<file path="config.mk">
export PLATFORM = sky130hd
export DESIGN_NAME = bfifo_ctrl
export DESIGN_NICKNAME = d
export VERILOG_FILES = /design/src/hw/rtl/bfifo_pkg.sv /design/src/hw/rtl/bfifo_ctrl.sv
export SDC_FILE = /design/constraint.sdc
export NUM_CORES = 1
export LEC_CHECK = 0
export BUFFER_PORTS_ARGS = -buffer_cell sky130_fd_sc_hd__buf_2
export CAP_MARGIN = 40
export CELL_PAD_IN_SITES_DETAIL_PLACEMENT = 2
export CELL_PAD_IN_SITES_GLOBAL_PLACEMENT = 2
export CORE_AREA = 3 3 40 42
export DETAILED_ROUTE_END_ITERATION = 7
export DIE_AREA = 0 0 43 45
export PLACE_DENSITY = 0.7
export SKIP_CTS_REPAIR_TIMING = 1
export SLEW_MARGIN = 5
export SYNTH_ARGS = -nofsm -noshare
export SYNTH_HDL_FRONTEND = slang
export SYNTH_SLANG_ARGS = --single-unit
</file>
<file path="constraint.sdc">
create_clock -name i_clk -period 2.25 [get_ports i_clk]
set_input_delay 0.45 -clock i_clk [delete_from_list [all_inputs] [get_ports i_clk]]
set_output_delay 0.45 -clock i_clk [all_outputs]
set_load 0.005 [all_outputs]
</file>
<file path="src/hw/rtl/bfifo_pkg.sv">
// bfifo_pkg: shared constants, operation codes and control/status structs
// for the circular byte fifo with decimal reader. no dependencies.
`timescale 1ns / 1ps
`default_nettype none

package bfifo_pkg;

    localparam int DEPTH     = 1024;
    localparam int IDX_W     = $clog2(DEPTH);
    localparam int CAP_W     = 11;
    localparam int BYTE_W    = 8;
    localparam int NUM_W     = 32;
    localparam int KIND_W    = 3;

    localparam logic [CAP_W-1:0] CAP_RESET = CAP_W'(1024);
    localparam logic [CAP_W-1:0] CAP_MIN   = CAP_W'(2);
    localparam logic [CAP_W-1:0] CAP_MAX   = CAP_W'(DEPTH);

    localparam logic [BYTE_W-1:0] CHR_MINUS = 8'h2d;
    localparam logic [BYTE_W-1:0] CHR_ZERO  = 8'h30;
    localparam logic [BYTE_W-1:0] CHR_NINE  = 8'h39;
    localparam logic [NUM_W-1:0]  RADIX     = 32'd10;

    // stream and register port widths
    localparam int S_TDATA_W = 8;
    localparam int S_TUSER_W = KIND_W;
    localparam int RES_W     = 1 + BYTE_W + NUM_W + IDX_W + 1;
    localparam int M_TDATA_W = ((RES_W + 7) / 8) * 8;
    localparam int APB_AW    = 3;
    localparam int APB_DW    = 32;

    localparam logic REG_CAPACITY = 1'b0;

    typedef enum logic [KIND_W-1:0] {
        KIND_PUSH     = 3'd0,
        KIND_POP      = 3'd1,
        KIND_PEEK     = 3'd2,
        KIND_SKIP     = 3'd3,
        KIND_CLEAR    = 3'd4,
        KIND_READ_INT = 3'd5
    } t_kind;

    typedef struct packed {
        logic accept;
        logic exec;
        logic num_step;
        logic load_out;
    } t_dp_cmd;

    typedef struct packed {
        logic empty;
        logic digit;
        logic read_int;
    } t_dp_sts;

endpackage

`default_nettype wire

</file>
<file path="src/hw/rtl/bfifo_ctrl.sv">
// bfifo_ctrl: controller state machine sequencing each request through the
// datapath and owning the result valid flag. uses bfifo_pkg.
`timescale 1ns / 1ps
`default_nettype none

module bfifo_ctrl (
    input  wire logic               i_clk,
    input  wire logic               i_rst_n,
    input  wire logic               i_in_valid,
    output logic                    o_in_ready,
    output logic                    o_out_valid,
    input  wire logic               i_out_ready,
    input  wire bfifo_pkg::t_dp_sts i_sts,
    output bfifo_pkg::t_dp_cmd      o_cmd
);

    typedef enum logic [1:0] {
        S_IDLE,
        S_EXEC,
        S_NUM,
        S_DONE
    } t_state;

    t_state r_state, n_state;
    logic   r_out_valid;
    logic   out_free;

    assign out_free = !r_out_valid || i_out_ready;

    always_comb begin
        n_state        = r_state;
        o_cmd          = '0;
        o_in_ready     = 1'b0;
        case (r_state)
            S_IDLE: begin
                o_in_ready   = 1'b1;
                o_cmd.accept = i_in_valid;
                if (i_in_valid) begin
                    n_state = S_EXEC;
                end
            end
            S_EXEC: begin
                o_cmd.exec = 1'b1;
                if (i_sts.read_int && !i_sts.empty) begin
                    n_state = S_NUM;
                end else begin
                    n_state = S_DONE;
                end
            end
            S_NUM: begin
                o_cmd.num_step = 1'b1;
                if (i_sts.empty || !i_sts.digit) begin
                    n_state = S_DONE;
                end
            end
            S_DONE: begin
                // wait here while the previous result is still held
                if (out_free) begin
                    o_cmd.load_out = 1'b1;
                    n_state        = S_IDLE;
                end
            end
            default: begin
                n_state = S_IDLE;
            end
        endcase
    end

    always_ff @(posedge i_clk) begin
        if (!i_rst_n) begin
            r_state     <= S_IDLE;
            r_out_valid <= 1'b0;
        end else begin
            r_state <= n_state;
            if (o_cmd.load_out) begin
                r_out_valid <= 1'b1;
            end else if (i_out_ready) begin
                r_out_valid <= 1'b0;
            end
        end
    end

    assign o_out_valid = r_out_valid;

endmodule

`default_nettype wire

</file>
==> flow_summary.json, run 1 <==
{
  "netlist_area_um2": 241,
  "reg2reg_from": "r_state[0]$_SDFFE_PN0P_",
  "max_freq_mhz": 577,
  "use_met3": 0.0398,
  "synth_fp_nets": 37,
  "intPower_mw": 0.233,
  "max-slew-margin-rel": 0.841,
  "fin_skew_ns": 0.00114,
  "busiest_layer": "met4",
  "viasPerCell": 4.33,
  "pwr-share-comb": 0.497,
  "period_needed_ns": 1.73,
  "drt_pass1_iterations": 2,
  "die_h_um": 45,
  "synth_area_leaders": "dfxtp_1 (25%), ha_1 (21%), o2bb2ai_2 (6.2%)",
  "clkTransAtPathRegs_ns": 0.04,
  "post_synth.cell_area_avg_um2": 9.29,
  "layout.nets": 54,
  "grt_pass1_vias": 257,
  "cts_tree": "yes",
  "initial_core_util": 0.188,
  "tns_ns": 0,
  "io_pins": 13,
  "grt_usage": 0.0864,
  "p_per_area_mw_per_mm2": 1110,
  "gp_congestion": 0.697,
  "clk_latency_ns": 0.24,
  "worst-r2r-setup-slack_ns": 0.92,
  "antenna_cells": 0,
  "grt_pass1_wl_um": 1070,
  "drc": 0,
  "outcome": "complete, no violations",
  "r2r-end": "r_state[0]$_SDFFE_PN0P_",
  "wl_per_cell_um": 11.4,
  "postLayoutCoreUtil": 0.270,
  "setup_viol": 0,
  "drt-total-wl_um": 650,
  "drv_slew": 0,
  "synth_seq_cells": 3,
  "switchingPower_mw": 0.152,
  "total_power_mw": 0.385,
  "dpl.hpwl_um": 526,
  "rsz0062_at_grt": "false",
  "worst_pin_slew_ns": 0.238,
  "coreArea_mm2": 0.00128,
  "clk_path_buf_depth": 2,
  "grtUsageMet2": 0.120,
  "crit_path_end_kind": "output port",
  "seq_area_frac_synth": 0.249,
  "cp_max_fo": 5,
  "clock_sinks": 3,
  "ir_drop_v": 0.000302,
  "regArea_um2": 60.1,
  "required_ns": 1.80,
  "yosysWarnings": 0,
  "core.rowCount": 13,
  "crit_arrival_ns": 1.28,
  "antenna_found_initial": 0,
  "clockPowerShare": 0.248,
  "syn2layout_area_growth_pct": 43.5,
  "yosys.area.top_type": "dfxtp_1",
  "worstSetupStartpointType": "register",
  "worst_slack_ns": 0.517,
  "fill_cells": 158,
  "p_seq_frac": 0.255,
  "netlist.area_leader.share": 0.249,
  "finalHoldViolCount": 0,
  "swShare": 0.395,
  "ant_nets": 0,
  "maxCapViolCount": 0,
  "hp-class": "in -> reg",
  "pre_cts_slack_ns": 0.747,
  "grt_max_degree": 6,
  "startpoint": "r_state[0]$_SDFFE_PN0P_",
  "numCtsBuffers": 3,
  "cts_root_buf": "clkbuf_4",
  "syn_inst": 26,
  "grtUsageMet1": 0.0789,
  "crit_path_end": "o_cmd[3]",
  "critPathKind": "reg -> out",
  "drive_gt1_frac": 0.452,
  "r2r_cells": 6,
  "multi_input_area_um2": 174,
  "netlist-cell-type-count": 17,
  "min_period_over_period": 0.770,
  "drt_iter0_drc": 3,
  "p_leak_nw": 0.167,
  "vias": 247,
  "dieArea_mm2": 0.00194,
  "grt_overflow_total": 0,
  "cts.htree.levels": 1,
  "chipWidth_um": 43,
  "portBuffers": 12
}
[cell type report]
class	count	share of cell area
Multi-Input combinational cell	21	0.502
Sequential cell	3	0.173
Clock buffer	4	0.0758
Tap cell	15	0.0542
Timing Repair Buffer	12	0.173
Inverter	2	0.0217
[worst max-delay path, stage by stage, from the launching register on]
cell,delay (ns)
dfxtp_1,0.40
inv_1,0.09
ha_1,0.26
and2_1,0.17
buf_2,0.12
[power groups by stage]
stage | Sequential, mW | Combinational (mW) | Clock, mW
floorplan | 0.0909 | 0.128 | 0
global placement | 0.0995 | 0.192 | 0
detailed placement | 0.100 | 0.200 | 0
CTS | 0.0996 | 0.200 | 0.101
global route | 0.101 | 0.223 | 0.108
finish | 0.0981 | 0.191 | 0.0956
[placed cells by master, fill, tap and decap left out]
cell	synthesis	layout
a211oi_2	1	1
a21oi_1	1	1
and2_1	1	1
and2b_2	1	1
buf_2	0	12
clkbuf_1	0	1
clkbuf_4	0	3
dfxtp_1	3	3
ha_1	4	4
inv_1	2	2
nand2_1	3	3
nand2b_1	1	1
nor2_1	2	2
nor2b_1	1	1
nor2b_4	1	1
o211ai_1	1	1
o21a_1	1	1
o2bb2ai_1	1	1
o2bb2ai_2	1	1
o31ai_1	1	1
[routing by layer]
metal	vias up	part of all wire
met3	4	0.10
met5	-	0
met2	15	0.40
met4	0	0.080
met1	106	0.42
li1	122	-
[synth_stat cells (all sizes together)]
library cell  n
ha            4
dfxtp         3
nand2         3
inv           2
nor2          2
nor2b         2
o2bb2ai       2
a211oi        1
a21oi         1
and2          1
and2b         1
nand2b        1
o211ai        1
o21a          1
o31ai         1
[how the worst min path moves through the flow]
stage | start | to | slack (ns) | cells past startpoint
after floorplan | r_state[0]$_SDFFE_PN0P_ | r_state[0]$_SDFFE_PN0P_ | 0.48 | 2
after CTS | i_rst_n | o_out_valid$_SDFFE_PN0P_ | 0.49 | 2
after global routing | i_rst_n | o_out_valid$_SDFFE_PN0P_ | 0.49 | 2
final | i_rst_n | o_out_valid$_SDFFE_PN0P_ | 0.49 | 2
after detailed placement | r_state[0]$_SDFFE_PN0P_ | r_state[0]$_SDFFE_PN0P_ | 0.53 | 2
after global placement | r_state[0]$_SDFFE_PN0P_ | r_state[0]$_SDFFE_PN0P_ | 0.51 | 2
[cell families after synthesis]
family / share of synthesized area
AOI/OAI and AO/OA: 0.264
adders and majority gates: 0.207
buffers and inverters: 0.0311
DFF: 0.249
and+or+nand+nor: 0.249
[flip-flops by register name (all words and copies together), names as in the netlist]
name,cells
r_state,2
o_out_valid,1
[stage by stage]
stage                     instances  hold slack, ns  instance area (um^2)
after detailed placement         53           0.535                   320
after floorplan                  26           0.476                   241
after global placement           53           0.515                   320
after global routing             57           0.493                   347
final                            57           0.493                   347
after CTS                        57           0.490                   347
Power figures use the tool's default switching activity.
==> run 2: changes to the inputs <==
- clock period: 2.25 -> 1.7 ns (I/O delays scaled with it)
==> run 2 against run 1 <==
Net effect: first-iteration DRC count fell by 67%; sequential share of layout area rose by 0.59 points; via count fell by 2.8%; critical path depth did not move; largest power group unchanged; sequential power rose by 37%; setup slack got worse by 0.38 ns; core utilization rose by 0.19 points.
==> flow_summary.json, run 2 (synthesized netlist as in run 1, its figures left out) <==
{
  "outcome": "complete, no violations",
  "drc": 0,
  "worst_pin_slew_ns": 0.231,
  "setup_viol": 0,
  "cts_root_buf": "clkbuf_4",
  "largest_reg_flops": 2,
  "min_period_over_period": 0.917,
  "final_cell_mix": "buf_2 (12), ha_1 (4), nand2_1 (3), clkbuf_4 (3)",
  "ant_nets": 0,
  "worstSetupStartpointType": "register",
  "antenna_cells": 0,
  "crit_arrival_ns": 1.22,
  "viasPerCell": 4.21,
  "io_pins": 13,
  "syn2layout_area_growth_pct": 44.6,
  "period_needed_ns": 1.56,
  "grt_max_degree": 6,
  "drt-total-wl_um": 662,
  "drive_gt1_frac": 0.500,
  "maxCapViolCount": 0,
  "slowest_stage": "dfxtp_2",
  "dieArea_mm2": 0.00194,
  "reg2reg_from": "r_state[0]$_SDFFE_PN0P_",
  "layout.nets": 54,
  "antenna_found_initial": 0,
  "coreArea_mm2": 0.00128,
  "clkTransAtPathRegs_ns": 0.04,
  "cp_max_fo": 5,
  "cts_tree": "yes",
  "max-slew-margin-rel": 0.845,
  "r2r_cells": 6,
  "portBuffers": 12,
  "worst-r2r-setup-slack_ns": 0.42,
  "rsz0062_at_grt": "false",
  "fin_skew_ns": 0.00722,
  "initial_core_util": 0.188,
  "gp_congestion": 0.689,
  "numCtsBuffers": 3,
  "ir_drop_v": 0.000422,
  "top_register": "r_state",
  "wl_per_cell_um": 11.6,
  "clk_path_buf_depth": 2,
  "hp-class": "in -> reg",
  "grt_pass1_wl_um": 1150,
  "cts.htree.levels": 1,
  "path_depth": 4,
  "grt_pass1_vias": 263,
  "p_per_area_mw_per_mm2": 1480,
  "drt_iter0_drc": 1,
  "grt_usage": 0.0847,
  "p_leak_nw": 0.167,
  "cp_num_buf_inv": 2,
  "cp_top_family": "flip-flops",
  "clk_latency_ns": 0.23,
  "chipWidth_um": 43,
  "die_h_um": 45,
  "path_cells": "inv_1 > ha_1 > and2_1 > buf_2",
  "clock_sinks": 3,
  "r2r-end": "r_state[0]$_SDFFE_PN0P_",
  "crit_path_end": "o_cmd[3]",
  "drt_pass1_iterations": 3,
  "grt_overflow_total": 0,
  "critPathMaxStageDelay_ns": 0.36,
  "vias": 240,
  "max_freq_mhz": 642,
  "tns_ns": 0,
  "stdcell_count": 57,
  "crit_path_end_kind": "output port",
  "startpoint": "r_state[0]$_SDFFE_PN0P_",
  "dpl.hpwl_um": 568,
  "critPathKind": "reg -> out",
  "place_inst": 53,
  "core.rowCount": 13,
  "final_common_cell": "buf_2",
  "drv_slew": 0,
  "finalHoldViolCount": 0,
  "required_ns": 1.36
}
==> run 2: cell counts in the layout (fill, tap and decap cells not counted) <==
Identical to the previous run, type by type.
==> run 2: layout make-up <==
class / count / area (um^2)
sequential: 3 / 62.6
inverter: 2 / 7.51
tap: 15 / 18.8
clock buffer: 4 / 26.3
fill: 160 / 936
multi-input combinational: 21 / 174
timing repair buffer: 12 / 60.1
==> run 2: power breakdown <==
group | leakage (nW) | switching, mW | internal (mW) | total, mW
sequential | 0.0253 | 0.0327 | 0.101 | 0.134
combinational | 0.127 | 0.133 | 0.125 | 0.257
clock | 0.0150 | 0.0377 | 0.0880 | 0.126
==> run 2: worst min path at each step <==
stage | startpoint | to | cells after the start
detailed placement | r_state[0]$_SDFFE_PN0P_ | r_state[0]$_SDFFE_PN0P_ | 2
global route | i_rst_n | o_out_valid$_SDFFE_PN0P_ | 2
floorplan | i_rst_n | r_state[0]$_SDFFE_PN0P_ | 1
CTS | i_rst_n | o_out_valid$_SDFFE_PN0P_ | 2
finish | i_rst_n | r_state[0]$_SDFFE_PN0P_ | 2
global placement | r_state[0]$_SDFFE_PN0P_ | r_state[0]$_SDFFE_PN0P_ | 2
==> run 2: per-layer routing <==
layer  share of wire  global-route usage  up-vias
li1                -                   -      121
met1            0.40              0.0933      109
met2            0.52               0.132       10
met3           0.080              0.0279        0
met4               0              0.0723        0
met5               0                   0        -
==> run 2: worst reg2reg max path, stage by stage (launching register included) <==
cell	delay, ns
dfxtp_2	0.36
inv_1	0.07
ha_1	0.26
and2_1	0.17
a21oi_1	0.12
nor2_1	0.06
o2bb2ai_1	0.12
==> run 2: per-stage QoR <==
stage                     power (mW)  setup WS, ns   util  cell area (um^2)  hold slack (ns)
after global routing           0.579        0.0496  0.272               349            0.394
after CTS                      0.530        0.0459  0.270               347            0.387
after floorplan                0.289         0.471      -               241            0.457
final                          0.517         0.141  0.272               349            0.388
after detailed placement       0.394         0.324  0.249               320            0.540
after global placement         0.387         0.337  0.249               320            0.518
==> run 3: changes to the inputs <==
- BUFFER_PORTS_ARGS: -buffer_cell sky130_fd_sc_hd__buf_2 -> unset
- CELL_PAD_IN_SITES_DETAIL_PLACEMENT: 2 -> unset
- CELL_PAD_IN_SITES_GLOBAL_PLACEMENT: 2 -> unset
- DONT_BUFFER_PORTS: unset -> 1
- PLACE_DENSITY: 0.7 -> 0.39
==> run 3 against run 2 <==
Net effect: fmax up 3.3%; clock-buffer cell count unchanged; non-clock buffer count down 12; worst hold slack worse by 0.17 ns; global-route usage down 2.6 points; die area unchanged; first-iteration DRC count up 100%; clock skew down 0.0057 ns; setup slack better by 0.049 ns; sequential power down 5%; cell count down 21%; largest cell class unchanged.
==> flow_summary.json, run 3 (synthesized netlist as in run 1, its figures left out) <==
{
  "outcome": "complete, no violations",
  "rsz0062_at_grt": "false",
  "min_period_over_period": 0.888,
  "layout.nets": 42,
  "largest_reg_flops": 2,
  "fin_skew_ns": 0.00156,
  "ir_drop_v": 0.000327,
  "initial_core_util": 0.188,
  "cts_root_buf": "clkbuf_4",
  "drc": 0,
  "grt_max_degree": 6,
  "gp_congestion": 0.592,
  "grtUsageMet1": 0.0529,
  "clk_latency_ns": 0.23,
  "grt_usage": 0.0582,
  "grtUsageMet2": 0.0868,
  "hp-class": "in -> reg",
  "crit_arrival_ns": 1.17,
  "min_from": "i_rst_n",
  "antenna_found_initial": 0,
  "r2r_cells": 6,
  "max_freq_mhz": 662,
  "grt_pass1_wl_um": 786,
  "finalHoldViolCount": 0,
  "max-slew-margin-rel": 0.855,
  "drt_iter0_drc": 2,
  "grt_overflow_total": 0,
  "drt_pass1_iterations": 3,
  "core.rowCount": 13,
  "ant_nets": 0,
  "dpl.hpwl_um": 409,
  "wl_per_cell_um": 10.7,
  "critPathKind": "reg -> out",
  "startpoint": "r_state[0]$_SDFFE_PN0P_",
  "period_needed_ns": 1.51,
  "worst-r2r-setup-slack_ns": 0.36,
  "grt_pass1_vias": 216,
  "cts.htree.levels": 1,
  "drv_slew": 0,
  "viasPerCell": 4.36,
  "chipWidth_um": 43,
  "io_pins": 13,
  "p_per_area_mw_per_mm2": 1570,
  "cp_max_fo": 5,
  "drt-total-wl_um": 480,
  "postLayoutCoreUtil": 0.223,
  "top_register": "r_state",
  "use_met3": 0.0279,
  "drive_gt1_frac": 0.233,
  "reg2reg_from": "r_state[0]$_SDFFE_PN0P_",
  "crit_path_end_kind": "output port",
  "portBuffers": 0,
  "coreArea_mm2": 0.00128,
  "worst_pin_slew_ns": 0.216,
  "maxCapViolCount": 0,
  "required_ns": 1.36,
  "busiest_layer": "met2",
  "dieArea_mm2": 0.00194,
  "fill_cells": 148,
  "setup_viol": 0,
  "clock_sinks": 3,
  "total_power_mw": 0.451,
  "clkTransAtPathRegs_ns": 0.04,
  "worstSetupStartpointType": "register",
  "final_cell_mix": "ha_1 (4), nand2_1 (3), clkbuf_4 (3), dfxtp_1 (3)",
  "p_leak_nw": 0.114,
  "holdWs_ns": 0.221,
  "final_common_cell": "ha_1",
  "syn2layout_area_growth_pct": 18.7,
  "hold_depth": 1,
  "die_h_um": 45,
  "vias": 196,
  "tns_ns": 0,
  "numCtsBuffers": 3,
  "clk_path_buf_depth": 2,
  "antenna_cells": 0,
  "cts_tree": "yes"
}
run 3: cell count changes in the layout (fill, tap and decap cells not counted), sizes merged:
| cell | delta |
|---|---|
| buf | -12 |
run 3: through the flow:
stage                     instance area [um^2]  setup WS [ns]  std cells
after detailed placement                   260          0.347         41
final                                      287          0.190         45
after global placement                     260          0.349         41
after floorplan                            241          0.471         26
after global routing                       287         0.0635         45
after CTS                                  287          0.150         45
run 3: critical path, stage by stage, from the launching register on:
cell and delay (ns):
dfxtp_1 0.39, inv_1 0.08, ha_1 0.27, and2_1 0.19
run 3: final timing paths:
path,end
setup / recovery,o_cmd[3]
hold reg to reg,r_state[0]$_SDFFE_PN0P_
hold / removal,r_state[0]$_SDFFE_PN0P_
setup reg to reg,r_state[0]$_SDFFE_PN0P_
run 3: cell type report:
cell class	instances	area [um^2]	area share
Sequential cell	3	60.1	0.210
Multi-Input combinational cell	21	174	0.607
Tap cell	15	18.8	0.0655
Clock buffer	4	26.3	0.0917
Inverter	2	7.51	0.0262
run 3: report_power, final:
part | total, mW | internal, mW | switching, mW
clock | 0.126 | 0.0880 | 0.0382
combinational | 0.198 | 0.0881 | 0.109
sequential | 0.127 | 0.0961 | 0.0308
run 3: per-layer routing:
layer | up-vias | wire length [um]
li1 | 98 | -
met1 | 85 | 190
met2 | 11 | 206
met3 | 2 | 71
met4 | 0 | 11
met5 | - | 0
